<file path="config.mk">
export PLATFORM = sky130hd
export DESIGN_NAME = imu_frame_parser_scaler_top
export DESIGN_NICKNAME = d
export VERILOG_FILES = /design/src/imufps_pkg.sv /design/src/imu_frame_parser_scaler_top.sv
export SDC_FILE = /design/constraint.sdc
export NUM_CORES = 2
export LEC_CHECK = 0
export ABC_AREA = 1
export BUFFER_PORTS_ARGS = -buffer_cell sky130_fd_sc_hd__clkbuf_2
export CAP_MARGIN = 5
export CORE_AREA = 10 10 348 350
export CTS_CLUSTER_DIAMETER = 40
export DETAILED_ROUTE_END_ITERATION = 16
export DIE_AREA = 0 0 358 360
export MAX_ROUTING_LAYER = met4
export SLEW_MARGIN = 30
export SYNTH_ARGS = -nofsm -noshare
export SYNTH_HDL_FRONTEND = slang
export SYNTH_SLANG_ARGS = --single-unit
</file>
<file path="constraint.sdc">
create_clock -name clk -period 8 [get_ports clk]
set_input_delay 0.8 -clock clk [delete_from_list [all_inputs] [get_ports clk]]
set_output_delay 0.8 -clock clk [all_outputs]
set_load 0.01 [all_outputs]
</file>
<file path="src/imufps_pkg.sv">
package imufps_pkg;

	// Frame framing bytes
	localparam logic [7:0] HDR_BYTE  = 8'h55;
	localparam logic [7:0] TYPE_BASE = 8'h51;

	// Frame position codes: hunting, type byte, data bytes 2..9, checksum
	localparam logic [3:0] POS_HUNT      = 4'd0;
	localparam logic [3:0] POS_TYPE      = 4'd1;
	localparam logic [3:0] POS_DATA0     = 4'd2;
	localparam logic [3:0] POS_AXIS_LAST = 4'd7;
	localparam logic [3:0] POS_CHECK     = 4'd10;

	// Widths
	localparam int GAIN_W  = 24;
	localparam int VALUE_W = 32;
	localparam int RAW_W   = 16;
	localparam int PROD_W  = RAW_W + GAIN_W + 1;

	typedef logic [1:0]         group_t;
	typedef logic [GAIN_W-1:0]  gain_t;
	typedef logic [1:0]         cfg_index_t;

	// Group codes
	localparam group_t GRP_ACCEL = 2'd0;
	localparam group_t GRP_RATE  = 2'd1;
	localparam group_t GRP_ANGLE = 2'd2;

	// Register indexes
	localparam cfg_index_t REG_ACCEL_GAIN = 2'd0;
	localparam cfg_index_t REG_RATE_GAIN  = 2'd1;
	localparam cfg_index_t REG_ANGLE_GAIN = 2'd2;

	// Gain reset values (factor times 2^24)
	localparam gain_t ACCEL_GAIN_RST = 24'd80282;
	localparam gain_t RATE_GAIN_RST  = 24'd1024000;
	localparam gain_t ANGLE_GAIN_RST = 24'd92160;

endpackage

</file>
<file path="src/imu_frame_parser_scaler_top.sv">
// Channel   Direction  Signals                                      Handshake
// input     in         rx_byte                                      in_valid / in_ready
// result    out        group, value_x, value_y, value_z             out_valid / out_ready
// config    in         cfg_index, cfg_data                          cfg_wr_en, no wait
//
// One byte is taken per cycle while in_ready is high. A byte that completes a good frame
// has its frame registered by the parser in stage one, and the three 16 x 24 bit multiplies
// of stage two then load the output register once it is free.
// Reset clears the parser and the pipeline valids and loads the default gains.
// A stalled output holds the result; stage one can still fill behind it, and input is
// refused only while both stages hold a request.
module imu_frame_parser_scaler_top
	import imufps_pkg::*;
(
	input  logic                      clk,
	input  logic                      arst_n,
	input  logic                      in_valid,
	output logic                      in_ready,
	input  logic [7:0]                rx_byte,
	output logic                      out_valid,
	input  logic                      out_ready,
	output group_t                    group,
	output logic signed [VALUE_W-1:0] value_x,
	output logic signed [VALUE_W-1:0] value_y,
	output logic signed [VALUE_W-1:0] value_z,
	input  logic                      cfg_wr_en,
	input  cfg_index_t                cfg_index,
	input  logic [GAIN_W-1:0]         cfg_data
);

	gain_t       accel_gain_q;
	gain_t       rate_gain_q;
	gain_t       angle_gain_q;

	logic [3:0]  pos_q;
	group_t      frame_group_q;
	logic [7:0]  sum_q;
	logic [7:0]  axis_q [6];

	logic        res_valid_s1;
	group_t      group_s1;
	gain_t       gain_s1;
	logic [7:0]  axis_s1 [6];

	logic        out_free;
	logic        move_s1;
	logic        accept;
	logic        is_type;
	logic        frame_good;
	logic [2:0]  axis_idx;
	gain_t       gain_sel;

	logic signed [PROD_W-1:0] prod_x;
	logic signed [PROD_W-1:0] prod_y;
	logic signed [PROD_W-1:0] prod_z;

	// Handshake: stage one empties into the output register when that is free.
	assign out_free = !out_valid || out_ready;
	assign move_s1  = res_valid_s1 && out_free;
	assign in_ready = !res_valid_s1 || out_free;
	assign accept   = in_valid && in_ready;

	// Frame decode helpers.
	assign is_type    = (rx_byte >= TYPE_BASE) && (rx_byte <= TYPE_BASE + 8'd2);
	assign frame_good = (pos_q == POS_CHECK) && (rx_byte == sum_q);
	assign axis_idx   = 3'(pos_q - POS_DATA0);

	// Gain of the finishing frame's group.
	always_comb begin
		case (frame_group_q)
			GRP_ACCEL: gain_sel = accel_gain_q;
			GRP_RATE:  gain_sel = rate_gain_q;
			default:   gain_sel = angle_gain_q;
		endcase
	end

	// Gain registers, written from the configuration port.
	always_ff @(posedge clk or negedge arst_n) begin
		if (!arst_n) begin
			accel_gain_q <= ACCEL_GAIN_RST;
			rate_gain_q  <= RATE_GAIN_RST;
			angle_gain_q <= ANGLE_GAIN_RST;
		end else if (cfg_wr_en) begin
			case (cfg_index)
				REG_ACCEL_GAIN: accel_gain_q <= cfg_data;
				REG_RATE_GAIN:  rate_gain_q  <= cfg_data;
				REG_ANGLE_GAIN: angle_gain_q <= cfg_data;
				default:        ;
			endcase
		end
	end

	// Frame parser state.
	always_ff @(posedge clk or negedge arst_n) begin
		if (!arst_n) begin
			pos_q         <= POS_HUNT;
			frame_group_q <= GRP_ACCEL;
			sum_q         <= 8'd0;
		end else if (accept) begin
			if (pos_q == POS_HUNT || pos_q > POS_CHECK) begin
				if (rx_byte == HDR_BYTE) begin
					sum_q <= rx_byte;
					pos_q <= POS_TYPE;
				end else begin
					pos_q <= POS_HUNT;
				end
			end else if (pos_q == POS_TYPE) begin
				if (is_type) begin
					frame_group_q <= group_t'(rx_byte - TYPE_BASE);
					sum_q         <= sum_q + rx_byte;
					pos_q         <= POS_DATA0;
				end else if (rx_byte == HDR_BYTE) begin
					sum_q <= rx_byte;
					pos_q <= POS_TYPE;
				end else begin
					pos_q <= POS_HUNT;
				end
			end else if (pos_q < POS_CHECK) begin
				sum_q <= sum_q + rx_byte;
				pos_q <= pos_q + 4'd1;
			end else begin
				pos_q <= POS_HUNT;
			end
		end
	end

	// Axis bytes of the frame in progress; the last two data bytes are only summed.
	always_ff @(posedge clk) begin
		if (accept && pos_q >= POS_DATA0 && pos_q <= POS_AXIS_LAST) begin
			axis_q[axis_idx] <= rx_byte;
		end
	end

	// Stage one: a frame that passed its checksum waits here for the multipliers.
	always_ff @(posedge clk or negedge arst_n) begin
		if (!arst_n) begin
			res_valid_s1 <= 1'b0;
		end else if (accept && frame_good) begin
			res_valid_s1 <= 1'b1;
		end else if (move_s1) begin
			res_valid_s1 <= 1'b0;
		end
	end

	always_ff @(posedge clk) begin
		if (accept && frame_good) begin
			group_s1 <= frame_group_q;
			gain_s1  <= gain_sel;
			axis_s1  <= axis_q;
		end
	end

	// Stage two: signed word times unsigned gain, floored shift by eight.
	assign prod_x = $signed({axis_s1[1], axis_s1[0]}) * $signed({1'b0, gain_s1});
	assign prod_y = $signed({axis_s1[3], axis_s1[2]}) * $signed({1'b0, gain_s1});
	assign prod_z = $signed({axis_s1[5], axis_s1[4]}) * $signed({1'b0, gain_s1});

	always_ff @(posedge clk or negedge arst_n) begin
		if (!arst_n) begin
			out_valid <= 1'b0;
		end else if (move_s1) begin
			out_valid <= 1'b1;
		end else if (out_ready) begin
			out_valid <= 1'b0;
		end
	end

	always_ff @(posedge clk) begin
		if (move_s1) begin
			group   <= group_s1;
			value_x <= prod_x[VALUE_W+7:8];
			value_y <= prod_y[VALUE_W+7:8];
			value_z <= prod_z[VALUE_W+7:8];
		end
	end

endmodule
</file>
==> qor.txt <==
Hold Slack: 0.4005 ns
post-CTS setup buffer count: 0
top-count cell post-synth: inv_1
setup slack after layout: 1.392 ns
largest area contributor in the netlist: fa_1
routed len/inst: 17.52 µm
relative slew slack: 0.3196
Cells after DPL: 7737
largest net degree at the start of global routing: 71
antenna diode count: 0
RSZ-0062 raised after global routing: no
Final Max Tran Viols: 0
count of final setup violators: 0
CORE AREA: 113900 µm²
Hold WC Path Type: in -> reg
TritonCTS clock tree: done
Max clock buf depth: 3
share of cells above drive strength 1: 0.06560
Max IR drop VDD: 202.1 µV
WS Path Type: reg -> reg
period utilization: 0.8260
worst-skew pair later-pin latency: 0.67 ns
P_leak: 31.17 nW
die height: 360 µm
boundary pin count: 139
Final GP Congestion: 0.9189
fmax: 151.3 MHz
Initial Utilization: 0.4472
CP Data Arrival Time: 7.01 ns
Final min period: 6.608 ns
Mapped Cells: 6224
met2 routed WL: 65730 µm
antenna-violating nets left: 0
drt via density: 4.991
CP startpoint: gain_s1[8]
area grow syn2layout: 9.418%
Mapped Avg Cell Area: 8.181 µm²
# fillers: 11093
Multi-input gate area: 34340 µm²
top cells by area, synth: fa_1 36%, inv_1 13%, edfxtp_1 13%, nand2_1 12%, ha_1 9.9%
grt total ovfl: 0
vias in the first global route: 40948
skew final: 0.03518 ns
status: finished, final reports clean
Netlist cell types: 45
GRT Total Usage: 0.2225
fin cells: 7853
Final Hold Fails: 0
IO Port Bufs: 138
# H-tree levels: 2
endpoint class of the critical path: flip-flop
max cap viols: 0
nets: 7651
first-pass GRT wire length: 221800 µm
Reg2Reg Depth: 19
Post-synth top cells: 1821 x inv_1, 1616 x nand2_1, 916 x fa_1
highest metal used: met4
top cell type's share of synthesized area: 0.3601
number of synthesized flops with an enable pin: 220
CTS clk-pin slew, worst paths: 0.05 ns
clock sink count: 308
Synth async-reset ratio: 0.2857
placed wire-length estimate: 107500 µm
initial antenna violation count: 0
R2R Setup Slk: 1.39 ns
row count: 124
CTS Root Cell: clkbuf_16
register area: 8832 µm²
Seq cells post-synth: 308
Setup crit end: value_z[20]
total iterations of the first detailed-routing run: 6
Residual DRC: 0
Mapped Area: 50920 µm²
TritonCTS Buffers: 56
post-place setup slack: 1.475 ns
Setup TNS: 0 ns
met3 WL: 9246 µm
Metal-1 WL: 58910 µm
Critical Path Fanout Max: 14
r2r endpoint: value_z[20]
worst flop-to-flop path startpoint: gain_s1[8]
routed vias: 39197
Power Density: 87.20 nW/µm²
net count of the mapped netlist: 7582
Most used DFF post-synth: edfxtp_1
sequential fraction of the synthesis area: 0.1734
Worst Max-Slew Pin Slew: 1.021 ns
die area: 128900 µm²
Ys Warns: 0
DRT iter0 DRCs: 2725
WL final: 137600 µm
Die Width: 358 µm
Startpoint Class: flip-flop
Req. time, crit path: 8.40 ns
==> through the flow <==
stage	power, mW	util	cell area (µm²)
final	4.858	0.4893	55720
after CTS	4.918	0.4881	55580
after global placement	2.376	0.4688	53390
after floorplan	2.237	-	50920
after detailed placement	2.385	0.4707	53600
after global routing	5.075	0.4893	55720
==> layout by cell type, fill, tap and decap left out, types with 13 or more instances in the layout <==
cell type  Yosys  layout
nand4_1       18      18
edfxtp_1     220     220
nor3_1        33      33
inv_6          0      13
inv_1       1821    1821
buf_4          1      82
o21a_1        18      18
clkbuf_2       0     137
dfstp_2       19      19
nand2_2       27      27
nor2_1       232     229
dfrtp_1       69      69
o21ai_0      150     150
fa_1         916     916
nand2_1     1616    1616
ha_1         403     403
xnor2_1       26      26
a21oi_1      163     162
clkbuf_16      0      58
nand3_1      113     113
xor2_1        59      59
==> critical path, cell delays in order (launching register included) <==
cell      delay (ns)
edfxtp_1        1.02
buf_4           0.34
nand2_1         0.10
fa_1            0.55
inv_1           0.05
fa_1            0.46
fa_1            0.57
fa_1            0.45
fa_1            0.52
inv_1           0.06
fa_1            0.50
inv_1           0.06
ha_1            0.34
a21oi_1         0.27
o21ai_0         0.26
a21oi_1         0.19
nand3_1         0.26
nand2_1         0.13
nand2_1         0.07
xor2_1          0.14
==> metal layers <==
layer  vias to the layer above  track usage
li1                      18101            -
met1                     19600       0.2924
met2                      1288       0.3577
met3                       208      0.03290
met4                         0      0.05991
met5                         -            -
==> layout make-up <==
class / instances / area share
Clock buffer: 67 / 0.02701
Multi-Input combinational cell: 3847 / 0.6163
Timing Repair Buffer: 252 / 0.03267
Tap cell: 1512 / 0.03395
Sequential cell: 308 / 0.1585
Inverter: 1828 / 0.1232
Clock inverter: 39 / 0.008376
==> report_power, final <==
part / total (mW) / internal [mW] / switching (mW) / leakage, nW
Combinational: 0.475 / 0.165 / 0.310 / 27.2
Sequential: 1.88 / 1.82 / 0.0627 / 3.04
Clock: 2.50 / 1.52 / 0.980 / 0.957
==> registers in the layout, indices dropped and copies added (netlist names), 2 cells and up <==
name / count
accel_gain_q: 24
angle_gain_q: 24
axis_q: 48
axis_s1: 48
frame_group_q: 2
gain_s1: 24
group: 2
group_s1: 2
pos_q: 4
rate_gain_q: 24
sum_q: 8
value_x: 32
value_y: 32
value_z: 32
==> cell families (layout without fill, tap and decap cells) <==
group | Yosys count | in the layout | synth area share
AO/OA/AOI/OAI | 391 | 391 | 0.04212
adder cells (fa/ha/maj) | 1319 | 1319 | 0.4591
XOR/XNOR | 85 | 85 | 0.01462
AND/OR/NAND/NOR | 2052 | 2052 | 0.1580
flip-flops | 308 | 308 | 0.1734
buffers and inverters | 2069 | 2186 | 0.1527
==> repair_timing <==
item,in CTS,in global routing
resized for setup,0,0
endpoints found under the hold margin,11,0
hold buffers,1,0
==> how the worst min path moves through the flow <==
stage               slack, ns  cells after the start    startpoint              end
floorplan                0.40                      0     axis_q[0]       axis_s1[0]
global placement         0.40                      0    axis_q[44]      axis_s1[44]
detailed placement       0.40                      0    axis_q[17]      axis_s1[17]
CTS                      0.36                      3  cfg_data[17]  rate_gain_q[17]
global route             0.37                      3  cfg_data[17]  rate_gain_q[17]
finish                   0.40                      3   cfg_data[7]  accel_gain_q[7]
(Power assumes the default switching activity.)
